`src/hw/rtl/nbcs_pkg.sv`:
```
// Shared types, codes and helpers for the NAND bus cycle sequencer.
package nbcs_pkg;

  localparam int RunDepth = 5;
  localparam int CntW = 3;

  // Action codes carried on s_tuser.
  localparam logic [2:0] ACT_STATIC = 3'd0;
  localparam logic [2:0] ACT_CMD    = 3'd1;
  localparam logic [2:0] ACT_ADDR   = 3'd2;
  localparam logic [2:0] ACT_READ   = 3'd3;
  localparam logic [2:0] ACT_POLL   = 3'd4;

  // Error codes carried on m_tuser.
  localparam logic [2:0] ERR_OK  = 3'd0;
  localparam logic [2:0] ERR_CE  = 3'd1;
  localparam logic [2:0] ERR_CLE = 3'd2;
  localparam logic [2:0] ERR_RE  = 3'd3;
  localparam logic [2:0] ERR_WE  = 3'd4;
  localparam logic [2:0] ERR_ALE = 3'd5;

  // Bit positions in the control pin vector.
  localparam int PIN_CLE = 0;
  localparam int PIN_ALE = 1;
  localparam int PIN_NCE = 2;
  localparam int PIN_NWE = 3;
  localparam int PIN_NRE = 4;
  localparam int PIN_NWP = 5;

  typedef struct packed {
    logic       wp_n_level;
    logic       re_n_level;
    logic       ce_n_level;
    logic       ready_in;
    logic [7:0] io_in;
    logic       first;
    logic [7:0] value;
  } item_data_t;

  typedef struct packed {
    logic       last;
    logic [2:0] action;
    item_data_t data;
  } item_t;

  typedef struct packed {
    logic       ready_res;
    logic [7:0] read_data;
    logic       io_drive;
    logic [7:0] io_out;
    logic [5:0] pins;
  } snap_t;

  typedef struct packed {
    logic [2:0] err;
    snap_t      snap;
  } res_t;

  typedef struct packed {
    logic [5:0] pins;
    logic [7:0] io_value;
    logic       io_drive;
  } pin_state_t;

  function automatic res_t mk_res(input logic [5:0] pins, input logic [7:0] io,
                                  input logic drv, input logic [7:0] rd,
                                  input logic rdy, input logic [2:0] err);
    res_t r;
    r.err            = err;
    r.snap.pins      = pins;
    r.snap.io_out    = io;
    r.snap.io_drive  = drv;
    r.snap.read_data = rd;
    r.snap.ready_res = rdy;
    return r;
  endfunction

endpackage

```
`src/hw/rtl/nand_bus_cycle_sequencer_core.sv`:
```
// Top level of the x8 NAND bus cycle sequencer.
//
// One input item on the s_ group runs one bus operation: set the static
// nCE/nRE/nWP levels, a command latch cycle, one address byte, one read
// byte, or a ready poll. The block answers with a run of one to five pin
// snapshots on the m_ group, in order; m_tlast marks the final snapshot of
// the run and m_tuser carries the error code (nonzero only on a single
// snapshot whose check failed, with the pins unchanged).
// An accepted item sits in an input register; its whole run is built in
// one pass and loaded into a five-entry snapshot shift register once the
// previous run is drained or its last snapshot is being taken. The shift
// register drains one snapshot per cycle while the receiver takes them. A
// new run loads in the same cycle that the last snapshot of the previous
// run is taken, so the output runs without gaps when the next item waits.
// Unused action codes give no snapshot.
// When the receiver stalls, the run holds and the input register takes one
// more item before s_tready drops. Reset empties both registers and sets
// all pins low with the IO bus driven as output holding zero.
module nand_bus_cycle_sequencer_core
  import nbcs_pkg::*;
(
  input  logic        clk,
  input  logic        rst,
  input  logic        s_tvalid,
  output logic        s_tready,
  // value[7:0], first[8], io_in[16:9], ready_in[17], ce_n_level[18],
  // re_n_level[19], wp_n_level[20], zero[23:21]
  input  logic [23:0] s_tdata,
  // action[2:0]
  input  logic [2:0]  s_tuser,
  input  logic        s_tlast,
  output logic        m_tvalid,
  input  logic        m_tready,
  // cle[0], ale[1], ce_n[2], we_n[3], re_n[4], wp_n[5], io_out[13:6],
  // io_drive[14], read_data[22:15], ready_res[23]
  output logic [23:0] m_tdata,
  // error[2:0]
  output logic [2:0]  m_tuser,
  output logic        m_tlast
);

  item_t                       ib;
  logic                        ib_v;
  res_t       [RunDepth-1:0]   run;
  logic       [CntW-1:0]       cnt;
  pin_state_t                  st;

  res_t       [RunDepth-1:0]   gen_run;
  logic       [CntW-1:0]       gen_cnt;
  pin_state_t                  gen_st;

  logic take;
  logic load;

  nbcs_run_gen u_run_gen (
    .item    (ib),
    .st      (st),
    .run     (gen_run),
    .cnt     (gen_cnt),
    .st_next (gen_st)
  );

  assign take     = m_tvalid && m_tready;
  assign load     = ib_v && ((cnt == '0) || ((cnt == CntW'(1)) && take));
  assign s_tready = !ib_v || load;

  always_ff @(posedge clk) begin
    if (s_tvalid && s_tready) begin
      ib.action <= s_tuser;
      ib.last   <= s_tlast;
      ib.data   <= s_tdata[$bits(item_data_t)-1:0];
    end
  end

  always_ff @(posedge clk) begin
    if (rst) begin
      ib_v <= 1'b0;
    end else if (s_tvalid && s_tready) begin
      ib_v <= 1'b1;
    end else if (load) begin
      ib_v <= 1'b0;
    end
  end

  always_ff @(posedge clk) begin
    if (rst) begin
      cnt         <= '0;
      st.pins     <= '0;
      st.io_value <= '0;
      st.io_drive <= 1'b1;
    end else if (load) begin
      cnt <= gen_cnt;
      st  <= gen_st;
    end else if (take) begin
      cnt <= cnt - 1'b1;
    end
  end

  // Snapshot payload shifts toward entry zero as each one is taken.
  always_ff @(posedge clk) begin
    if (load) begin
      run <= gen_run;
    end else if (take) begin
      for (int i = 0; i < RunDepth - 1; i++) begin
        run[i] <= run[i+1];
      end
    end
  end

  assign m_tvalid = (cnt != '0);
  assign m_tdata  = run[0].snap;
  assign m_tuser  = run[0].err;
  assign m_tlast  = (cnt == CntW'(1));

  a_cnt_range: assert property (@(posedge clk) disable iff (rst)
    cnt <= CntW'(RunDepth))
    else $error("snapshot count beyond run depth");

  a_err_single: assert property (@(posedge clk) disable iff (rst)
    (m_tvalid && (m_tuser != ERR_OK)) |-> m_tlast)
    else $error("error snapshot is not alone in its run");

  a_state_hold: assert property (@(posedge clk) disable iff (rst)
    !load |=> $stable(st))
    else $error("pin state changed without a run load");

  a_load_empty: assert property (@(posedge clk) disable iff (rst)
    load |-> (!m_tvalid || (m_tlast && m_tready)))
    else $error("run loaded over snapshots still pending");

endmodule

```
`src/hw/rtl/nbcs_run_gen.sv`:
```
// Builds the full run of pin snapshots for one item and the pin state it leaves.
module nbcs_run_gen
  import nbcs_pkg::*;
(
  input  item_t                         item,
  input  pin_state_t                    st,
  output res_t       [RunDepth-1:0]     run,
  output logic       [CntW-1:0]         cnt,
  output pin_state_t                    st_next
);

  logic [5:0]      p;
  logic [7:0]      io;
  logic            drv;
  logic [CntW-1:0] n;
  logic [2:0]      err;

  always_comb begin
    p   = st.pins;
    io  = st.io_value;
    drv = st.io_drive;
    n   = '0;
    err = ERR_OK;
    run = '0;
    case (item.action)
      ACT_STATIC: begin
        p[PIN_NCE] = item.data.ce_n_level;
        p[PIN_NRE] = item.data.re_n_level;
        p[PIN_NWP] = item.data.wp_n_level;
        run[n] = mk_res(p, io, drv, 8'h00, 1'b0, ERR_OK); n = n + 1'b1;
      end
      ACT_CMD: begin
        if (p[PIN_NCE]) err = ERR_CE;
        else if (!p[PIN_NRE]) err = ERR_RE;
        if (err != ERR_OK) begin
          run[n] = mk_res(p, io, drv, 8'h00, 1'b0, err); n = n + 1'b1;
        end else begin
          p[PIN_CLE] = 1'b1;
          run[n] = mk_res(p, io, drv, 8'h00, 1'b0, ERR_OK); n = n + 1'b1;
          p[PIN_NWE] = 1'b0;
          run[n] = mk_res(p, io, drv, 8'h00, 1'b0, ERR_OK); n = n + 1'b1;
          io = item.data.value;
          run[n] = mk_res(p, io, drv, 8'h00, 1'b0, ERR_OK); n = n + 1'b1;
          p[PIN_NWE] = 1'b1;
          run[n] = mk_res(p, io, drv, 8'h00, 1'b0, ERR_OK); n = n + 1'b1;
          p[PIN_CLE] = 1'b0;
          run[n] = mk_res(p, io, drv, 8'h00, 1'b0, ERR_OK); n = n + 1'b1;
        end
      end
      ACT_ADDR: begin
        if (p[PIN_NCE]) err = ERR_CE;
        else if (p[PIN_CLE]) err = ERR_CLE;
        else if (!p[PIN_NRE]) err = ERR_RE;
        if (err != ERR_OK) begin
          run[n] = mk_res(p, io, drv, 8'h00, 1'b0, err); n = n + 1'b1;
        end else begin
          if (item.data.first) begin
            p[PIN_ALE] = 1'b1;
            run[n] = mk_res(p, io, drv, 8'h00, 1'b0, ERR_OK); n = n + 1'b1;
          end
          p[PIN_NWE] = 1'b0;
          run[n] = mk_res(p, io, drv, 8'h00, 1'b0, ERR_OK); n = n + 1'b1;
          io = item.data.value;
          run[n] = mk_res(p, io, drv, 8'h00, 1'b0, ERR_OK); n = n + 1'b1;
          p[PIN_NWE] = 1'b1;
          run[n] = mk_res(p, io, drv, 8'h00, 1'b0, ERR_OK); n = n + 1'b1;
          if (item.last) begin
            p[PIN_ALE] = 1'b0;
            run[n] = mk_res(p, io, drv, 8'h00, 1'b0, ERR_OK); n = n + 1'b1;
          end
        end
      end
      ACT_READ: begin
        if (p[PIN_NCE]) err = ERR_CE;
        else if (!p[PIN_NWE]) err = ERR_WE;
        else if (p[PIN_ALE]) err = ERR_ALE;
        if (err != ERR_OK) begin
          run[n] = mk_res(p, io, drv, 8'h00, 1'b0, err); n = n + 1'b1;
        end else begin
          if (item.data.first) begin
            drv = 1'b0;
            run[n] = mk_res(p, io, drv, 8'h00, 1'b0, ERR_OK); n = n + 1'b1;
          end
          p[PIN_NRE] = 1'b0;
          run[n] = mk_res(p, io, drv, 8'h00, 1'b0, ERR_OK); n = n + 1'b1;
          p[PIN_NRE] = 1'b1;
          run[n] = mk_res(p, io, drv, item.data.io_in, 1'b0, ERR_OK); n = n + 1'b1;
          if (item.last) begin
            drv = 1'b1;
            run[n] = mk_res(p, io, drv, item.data.io_in, 1'b0, ERR_OK);
            n = n + 1'b1;
          end
        end
      end
      ACT_POLL: begin
        run[n] = mk_res(p, io, drv, 8'h00, item.data.ready_in, ERR_OK); n = n + 1'b1;
      end
      default: begin
        // Unused action codes produce nothing and leave the pins alone.
        n = '0;
      end
    endcase
    cnt              = n;
    st_next.pins     = p;
    st_next.io_value = io;
    st_next.io_drive = drv;
  end

endmodule
```
`config.mk`:
```
export PLATFORM = sky130hd
export DESIGN_NAME = nand_bus_cycle_sequencer_core
export DESIGN_NICKNAME = d
export VERILOG_FILES = /design/src/hw/rtl/nbcs_pkg.sv /design/src/hw/rtl/nand_bus_cycle_sequencer_core.sv /design/src/hw/rtl/nbcs_run_gen.sv
export SDC_FILE = /design/constraint.sdc
export NUM_CORES = 1
export LEC_CHECK = 0
export BUFFER_PORTS_ARGS = -buffer_cell sky130_fd_sc_hd__clkbuf_2
export CAP_MARGIN = 20
export CORE_UTILIZATION = 50
export DETAILED_ROUTE_END_ITERATION = 12
export HOLD_SLACK_MARGIN = 0.1
export PLACE_DENSITY = 0.72
export SYNTH_ARGS = -nofsm -noshare
export SYNTH_HDL_FRONTEND = slang
export SYNTH_SLANG_ARGS = --single-unit
```
`constraint.sdc`:
```
create_clock -name clk -period 4.55 [get_ports clk]
set_input_delay 0.91 -clock clk [delete_from_list [all_inputs] [get_ports clk]]
set_output_delay 0.91 -clock clk [all_outputs]
set_load 0.01 [all_outputs]
```
### After elaboration in Yosys (flattened, before gate mapping)

Cells that the tools add are included.

| word-level totals | value |
|---|---|
| output and inout bits | 30 |
| latch bits | 0 |
| memories | 0 |
| bits of input ports | 32 |
| bits in read-only memories | 0 |
| bits in registers | 178 |
| bits in writable memories | 0 |

| cells by class | value |
|---|---|
| bitwise gates (word level) | 2 |
| shift-type cells | 0 |
| divide/modulo/power cells | 0 |
| $lt $le $gt $ge | 14 |
| add/subtract/negate cells | 8 |
| equal/unequal tests | 8 |
| multiplexer cells | 78 |
| reductions and logical operators | 30 |
| $mul | 0 |

Operators with widths:

| cell | number |
|---|---|
| $bwmux 135 | 7 |
| $demux 27 s3 | 7 |
| $mux 108 | 4 |
| $mux 27 | 14 |
| $pmux 108 s3 | 1 |
| $mux 135 | 2 |
| $pmux 27 s5 | 1 |
| $mux 96 | 1 |
| $mux 3 | 18 |
| $lt 3x4->1 const B | 7 |
| $add 3x1->3 const B | 7 |
| $ge 3x1->1 const B | 7 |
| $mux 8 | 2 |
| $pmux 8 s2 | 1 |
| $mux 15 | 1 |
| $mux 1 | 14 |
| $mux 14 | 1 |
| $pmux 3 s4 | 1 |
| $reduce_bool 3->1 | 4 |
| $logic_and 1x1->1 | 11 |
| $reduce_and 3->1 | 3 |
| $reduce_bool 2->1 | 4 |
| $eq 3x1->1 const B | 2 |
| $eq 3x2->1 const B | 2 |
| 12 further kinds | 18 |

### Depth between registers and ports, before layout

Gate-level depths: netlist (run 1).

| depth | value |
|---|---|
| word-level depth | 18 |
| mapped depth | 10 |

### By module

A second synthesis (run 1) with hierarchy kept.

| second synthesis, totals | value |
|---|---|
| cells, all modules | 672 |
| area total of the unflattened synthesis | 9374.0 sq um |

Modules (own cells, without submodules):

| module | area an instance (sq um) | cells each | instances | sequential area each (sq um) |
|---|---|---|---|---|
| nand_bus_cycle_sequencer_core | 7717.4 | 417 | 1 | 5185.0 |
| nbcs_run_gen | 1656.6 | 255 | 1 | 0.0 |

### Worst setup path before layout (run 1)

No wires, ideal clock.

| timing | value |
|---|---|
| path kind | input -> register |
| from | input port m_tready |
| to | register ib[0] in the netlist's numbering, enable pin |
| cell stages on the path | 2 |
| path slack | 1.820 ns |
| data arrival time | 2.308 ns |
| path buffers | 0 |
| required time | 4.128 ns |
| cells stage by stage | nand2_1 -> a31oi_1 |

| on the way | value |
|---|---|
| cells in the longest elaborated chain, start to end | 6 |

RTL lines:

| item | line | source |
|---|---|---|
| start, declared | nand_bus_cycle_sequencer_core.sv:33 | `input logic m_tready,` |
| $logic_and 1x1->1 | nand_bus_cycle_sequencer_core.sv:63 | `assign take = m_tvalid && m_tready;` |
| $logic_and 1x1->1 | nand_bus_cycle_sequencer_core.sv:64 | `assign load = ib_v && ((cnt == '0) \|\| ((cnt == CntW'(1)) && take));` |
| $logic_or 1x1->1 | nand_bus_cycle_sequencer_core.sv:64 |  |
| $logic_and 1x1->1 | nand_bus_cycle_sequencer_core.sv:64 |  |
| $logic_or 1x1->1 | nand_bus_cycle_sequencer_core.sv:65 | `assign s_tready = !ib_v \|\| load;` |
| $logic_and 1x1->1 | nand_bus_cycle_sequencer_core.sv:68 | `if (s_tvalid && s_tready) begin` |
| end, declared | nand_bus_cycle_sequencer_core.sv:42 | `item_t ib;` |

No other way between the ends.
A chain may end at the register's enable or synchronous reset.

### Worst setup path in the final report (run 1)

| timing | value |
|---|---|
| from | register cnt[0] |
| to | register run[27] in the netlist's numbering (data pin) |

| on the way | value |
|---|---|
| cells in the longest elaborated chain, start to end | 6 |

RTL lines:

| item | line | source |
|---|---|---|
| start, declared | nand_bus_cycle_sequencer_core.sv:45 | `logic [CntW-1:0] cnt;` |
| start signal, assigned | nand_bus_cycle_sequencer_core.sv:92 | `cnt <= gen_cnt;` |
| start signal, assigned | nand_bus_cycle_sequencer_core.sv:95 | `cnt <= cnt - 1'b1;` |
| $reduce_bool 3->1 | nand_bus_cycle_sequencer_core.sv:110 | `assign m_tvalid = (cnt != '0);` |
| $logic_and 1x1->1 | nand_bus_cycle_sequencer_core.sv:63 |  |
| $logic_and 1x1->1 | nand_bus_cycle_sequencer_core.sv:64 |  |
| $logic_or 1x1->1 (*) | nand_bus_cycle_sequencer_core.sv:64 |  |
| $logic_and 1x1->1 (*) | nand_bus_cycle_sequencer_core.sv:64 |  |
| $mux 108 (*) | nand_bus_cycle_sequencer_core.sv:101 | `if (load) begin` |
| end signal, assigned | nand_bus_cycle_sequencer_core.sv:102 | `run <= gen_run;` |
| end signal, assigned by index | nand_bus_cycle_sequencer_core.sv:105 | `run[i] <= run[i+1];` |
| end, declared | nand_bus_cycle_sequencer_core.sv:44 | `res_t [RunDepth-1:0] run;` |

Every way passes the cells marked *; elsewhere a longest branch is shown, timed or not.

==> flow_metrics.tcl, run 1 <==
set metrics [dict create \
    status "finished, final reports clean" \
    r2r-start "cnt[0]" \
    cts.sinks 153 \
    grt_pass1_wl_um 22600 \
    grt_max_degree 71 \
    die-area_sq_um 14500 \
    hold_viol 0 \
    synth_warnings 0 \
    drv_cap 0 \
    synth_nets 602 \
    hold_slack_ns 0.509 \
    antenna_found_initial 0 \
    cts_tree "done" \
    drtIter0Drc 457 \
    syn-cell-area_sq_um 6990 \
    min-delay-start "cnt[1]" \
    ys_seq_area_frac 0.631 \
    ys_top_cells_by_area "edfxtp_1 58%, dfxtp_1 5.2%, nand2_1 3.3%" \
    p_leak_nw 2.82 \
    clockBufferDepth 2 \
    gp_congestion 0.857 \
    die_h_um 120 \
    critPathMaxFanout 66 \
    postRouteAntennaNets 0 \
    post-synth-top-count-cell "edfxtp_1" \
    timing.fmax_ghz 0.344 \
    rsz0062_at_grt "false" \
    worstMarginPinSlew_ns 1.12 \
    cts_resized 0 \
    drc 0 \
    num-nets-final 624 \
    initial_core_util 0.520 \
    yosys_register_bits 153 \
    avgViaCountPerCell 5.85 \
    row_count 42 \
    synth_edf_count 135 \
    critical_path_class "flop to flop" \
    netlist-cell-type-count 58 \
    gr-total-overflow 0 \
    finalSetupTns_ns 0 \
    finClkSkew_ns 0.00681 \
    synth.avg_cell_area_sq_um 12.4 \
    vias 4531 \
    cts_buffers 17 \
    cp_data_required_time_ns 4.73 \
    endpoint "run[27]" \
    io_buffers 58 \
    yosysTopAreaCellShare 0.580 \
    fin_crit_sh 0.638 \
    layout_setup_ws_ns 1.65 \
    vdd_ir_drop_max_v 0.000251 \
    r2r_slack_ns 1.65 \
    dp_hpwl_um 9010 \
    arrival_ns 3.08 \
    io_pins 62 \
    async_reset_ff_frac 0 \
    wl_per_cell_um 17.8 \
    cts_hold_buf 0 \
    syn_inst 563 \
    maxSlewHeadroom 0.255 \
    worst_skew_pair.late_latency_ns 0.42 \
    clk_transition_reported_paths_ns 0.06 \
    coreArea_sq_um 13500 \
    slew_viol_final 0 \
    nFillCells 1091 \
    netlist_top_cells_count "135 x edfxtp_1, 61 x nand2_1, 29 x and2_1" \
    synth_flop_cell "edfxtp_1" \
    r2r_cells 7 \
    setup_viol 0 \
    drive_gt1_frac 0.201 \
    die_w_um 120 \
    min_path_type "flop to flop" \
    postCtsSetupRepairBufs 0 \
    grt_pass1_vias 4250 \
    p_per_area_nw_per_um2 657 \
    r2r_end "run[27]" \
    areaGrowthSynthToFinish_pct 11.2 \
    htreeDepth 4 \
    wl_um 13800 \
    drt_pass1_iterations 5 \
    n_antenna_cell 0 \
    critPathLaunch "cnt[0]" \
    finalCriticalPeriod_ns 2.90 \
    cp-end-kind "flop" \
    start_kind "flop" \
    preCtsSetupSlack_ns 1.31 \
    synth_top_area_cell "edfxtp_1" \
    clock_tree.root_cell "clkbuf_16" \
    grt_usage 0.205 \
]
-- through the flow --
step / area (sq um) / instances / util / power (W)
after floorplan: 6990 / 563 / - / 0.00348
after global placement: 7170 / 741 / 0.533 / 0.00366
after detailed placement: 7170 / 741 / 0.533 / 0.00373
after CTS: 7770 / 773 / 0.577 / 0.00513
after global routing: 7770 / 774 / 0.578 / 0.00537
final: 7770 / 774 / 0.578 / 0.00511
-- worst min path at each step --
stage / endpoint / depth (start not counted)
5_1_grt: m_tdata[0] / 1
4_1_cts: cnt[1] / 2
2_1_floorplan: cnt[1] / 2
3_3_place_gp: run[82] / 2
6_report: cnt[1] / 2
3_5_place_dp: run[82] / 2
-- where the power goes --
group          internal (W)  total [W]  switching, W  leakage, nW
clock network      0.000818    0.00140      0.000578        0.280
logic              0.000438    0.00124      0.000806         1.08
registers           0.00228    0.00247      0.000184         1.46
-- metal layers --
| metal | vias to the layer above | track usage | part of all wire |
|---|---|---|---|
| li1 | 2146 | - | - |
| met1 | 2138 | 0.303 | 0.45 |
| met2 | 219 | 0.301 | 0.45 |
| met3 | 28 | 0.0373 | 0.082 |
| met4 | 0 | 0.0787 | 0.018 |
| met5 | - | 0 | 0 |
-- flip-flops by register name, summed over array words and instances (netlist names) --
| name | flops |
|---|---|
| st | 14 |
| m_tdata | 24 |
| m_tuser | 3 |
| ib | 25 |
| run | 83 |
| ib_v | 1 |
| cnt | 3 |
-- critical path, stage by stage (launching register included) --
cell	delay, ns
dfxtp_1	0.40
inv_1	0.10
ha_1	0.28
a21oi_2	0.25
or2_4	0.50
buf_4	0.60
nor3_1	0.26
a21o_1	0.21
-- cell type report --
class / count / area, sq um / share of cell area
Sequential cell: 153 / 4410 / 0.568
Clock buffer: 17 / 425 / 0.0547
Clock inverter: 15 / 168 / 0.0216
Tap cell: 176 / 220 / 0.0283
Timing Repair Buffer: 65 / 340 / 0.0438
Multi-Input combinational cell: 341 / 2180 / 0.280
Inverter: 7 / 26.3 / 0.00338
-- layout by cell type (no fill, tap or decap), drive strengths merged, types with 13 or more instances in the layout --
cell type	n
nand2	61
a21oi	19
edfxtp	135
nor3	19
o21ai	51
nor2	21
and2	29
a22o	17
dfxtp	18
nand3	13
clkbuf	75
-- cells by family (layout without fill, tap and decap cells) --
| group | after synthesis | count (layout) | synth area share |
|---|---|---|---|
| flops | 153 | 153 | 0.631 |
| buf+inv | 69 | 104 | 0.0589 |
| other cells | 1 | 1 | 0.000536 |
| fa+ha+maj | 7 | 7 | 0.0125 |
| compound gates | 140 | 140 | 0.142 |
| simple gates | 184 | 184 | 0.141 |
| mux | 9 | 9 | 0.0132 |
Note: power is estimated with default switching activity, not from simulation.
==> inputs of run 2 (changes only) <==
- ABC_AREA: default -> 1
- PLACE_DENSITY: 0.72 -> 0.74
- clock period: 4.55 -> 2.34 ns (I/O delays scaled with it)
==> run 2 against run 1 <==
Against the previous run:
- non-clock buffer count up 10
- power up 95%
- final cell count up 29%
- global-route usage up 0.96 points
- sequential power up 92%
- clock power up 91%
- final area up 5.8%
- count of clock-buffer cells in the layout unchanged
- core utilization up 0.78 points
- worst setup slack worse by 1.3 ns
- via count up 15%
==> flow_metrics.tcl, run 2 <==
set metrics [dict create \
    status "finished, final reports clean" \
    hold_viol 0 \
    htreeDepth 4 \
    ys_top_cells_by_area "edfxtp_1 56%, nand2_1 13%, dfxtp_1 5.0%" \
    cts_resized 0 \
    min_path_type "input port to flop" \
    cp_slowest_cell "dfxtp_1" \
    synth_nets 810 \
    io_buffers 58 \
    fin_cells 1000 \
    synth_flop_cell "edfxtp_1" \
    areaGrowthSynthToFinish_pct 13.1 \
    clockBufferDepth 2 \
    worst_skew_pair.late_latency_ns 0.43 \
    row_count 43 \
    post-synth-top-count-cell "nand2_1" \
    whs_path_depth 1 \
    largest_reg_flops 83 \
    drv_cap 0 \
    initial_core_util 0.518 \
    p_leak_nw 3.44 \
    die-area_sq_um 15000 \
    critPathMaxFanout 19 \
    gr-total-overflow 0 \
    cts_tree "done" \
    setup_viol 0 \
    synth_edf_count 135 \
    drive_gt1_frac 0.157 \
    netlist_top_cells_count "251 x nand2_1, 135 x edfxtp_1, 59 x inv_1" \
    r2r_slack_ns 0.32 \
    gp_congestion 0.933 \
    async_reset_ff_frac 0 \
    synth_warnings 0 \
    slew_viol_final 0 \
    min_to "ib[19]" \
    final_common_cell "nand2_1" \
    arrival_ns 2.21 \
    cts_buffers 17 \
    max_stage_delay_ns 0.48 \
    drc 0 \
    grt_pass1_vias 4829 \
    fin_crit_sh 0.865 \
    n_antenna_cell 0 \
    postCtsSetupRepairBufs 0 \
    avgViaCountPerCell 5.22 \
    clock_tree.root_cell "clkbuf_16" \
    crit_family "simple AND/OR/NAND/NOR gates" \
    r2r_cells 9 \
    r2r_end "run[86]" \
    syn-cell-area_sq_um 7270 \
    r2r-start "st[11]" \
    crit_path_frequent_cell "nand2_1" \
    finClkSkew_ns 0.00766 \
    grt_usage 0.214 \
    die_w_um 123 \
    cp-end-kind "flop" \
    hold_slack_ns 0.211 \
    cts.sinks 153 \
    rsz0062_at_grt "false" \
    vias 5218 \
    netlist-cell-type-count 30 \
    maxSlewHeadroom 0.669 \
    postRouteAntennaNets 0 \
    ys_seq_area_frac 0.607 \
    finalSetupTns_ns 0 \
    num-nets-final 846 \
    preCtsSetupSlack_ns 0.400 \
    layout_setup_ws_ns 0.315 \
    critical_path_class "flop to flop" \
    dp_hpwl_um 9650 \
    final_util 0.585 \
    syn_inst 771 \
    cts_hold_buf 0 \
    cp_data_required_time_ns 2.53 \
    yosys_register_bits 153 \
    worstMarginPinSlew_ns 0.492 \
    antenna_found_initial 0 \
    grt_pass1_wl_um 24200 \
    synth.avg_cell_area_sq_um 9.43 \
    nFillCells 1192 \
    start_kind "flop" \
    wl_um 14700 \
    clk_transition_reported_paths_ns 0.06 \
    wl_per_cell_um 14.7 \
    drt_pass1_iterations 5 \
    finalCriticalPeriod_ns 2.02 \
    grt_max_degree 84 \
    top_register "run" \
    min-delay-start "s_tdata[19]" \
    layout_common_cells "250 x nand2_1, 135 x edfxtp_1, 58 x clkbuf_2, 57 x inv_1, 52 x nand3_1" \
    worst-path-buf-inv 3 \
    timing.fmax_ghz 0.494 \
    vdd_ir_drop_max_v 0.000765 \
    die_h_um 123 \
    yosysTopAreaCellShare 0.558 \
    drtIter0Drc 652 \
    placedCellCount 968 \
    coreArea_sq_um 14000 \
    p_per_area_nw_per_um2 1210 \
    synth_top_area_cell "edfxtp_1" \
    crit_chain "inv_2, nand2_2, inv_2, nand2_2, inv_1, o21ai_0, nand2_1, nand2_1, nand2_1" \
    io_pins 62 \
]
[run 2: area by class of cell]
class	instances	area, sq um	area share
clock buffers	17	425	0.0517
well taps	180	225	0.0274
clock inverters	15	151	0.0184
inverters	66	248	0.0301
repair buffers	75	480	0.0584
multi-input cells	494	2280	0.277
flip-flops and latches	153	4420	0.537
[run 2: worst max-delay path by stage]
stage / cells after the start / slack (ns) / endpoint / startpoint
5_1_grt: 5 / 0.17 / run[96] / ib[24]
3_3_place_gp: 9 / 0.41 / run[86] / st[11]
4_1_cts: 9 / 0.37 / run[86] / st[11]
3_5_place_dp: 9 / 0.40 / run[86] / st[11]
6_report: 9 / 0.32 / run[86] / st[11]
2_1_floorplan: 7 / -0.47 / cnt[0] / cnt[0]
[run 2: metal layers]
| layer | share of wire | up-vias | global-route usage |
|---|---|---|---|
| met1 | 0.46 | 2347 | 0.296 |
| li1 | - | 2624 | - |
| met5 | 0 | - | 0 |
| met2 | 0.44 | 220 | 0.309 |
| met3 | 0.082 | 27 | 0.0576 |
| met4 | 0.021 | 0 | 0.111 |
[run 2: kinds of logic (layout without fill, tap and decap cells)]
logic type | count (synthesis) | after routing | synth area share
compound gates | 92 | 92 | 0.0671
xor+xnor | 1 | 1 | 0.00120
fa+ha+maj | 7 | 7 | 0.0120
buf+inv | 124 | 173 | 0.0842
flops | 153 | 153 | 0.607
other cells | 1 | 1 | 0.000516
simple gates | 393 | 393 | 0.228
[run 2: power breakdown]
part / internal, W / total [W] / switching (W)
Combinational: 0.000842 / 0.00254 / 0.00170
Clock: 0.00157 / 0.00267 / 0.00110
Sequential: 0.00445 / 0.00475 / 0.000292
[run 2: through the flow]
stage,total power [W],area (sq um)
finish,0.00996,8220
global route,0.0105,8220
CTS,0.0100,8220
detailed placement,0.00736,7640
global placement,0.00728,7640
floorplan,0.00681,7300
[run 2: worst reg2reg max path, cell delays in order, from the launching register on]
cell and delay [ns]:
dfxtp_1 0.48, inv_2 0.13, nand2_2 0.17, inv_2 0.17, nand2_2 0.29, inv_1 0.12
o21ai_0 0.20, nand2_1 0.10, nand2_1 0.08, nand2_1 0.04
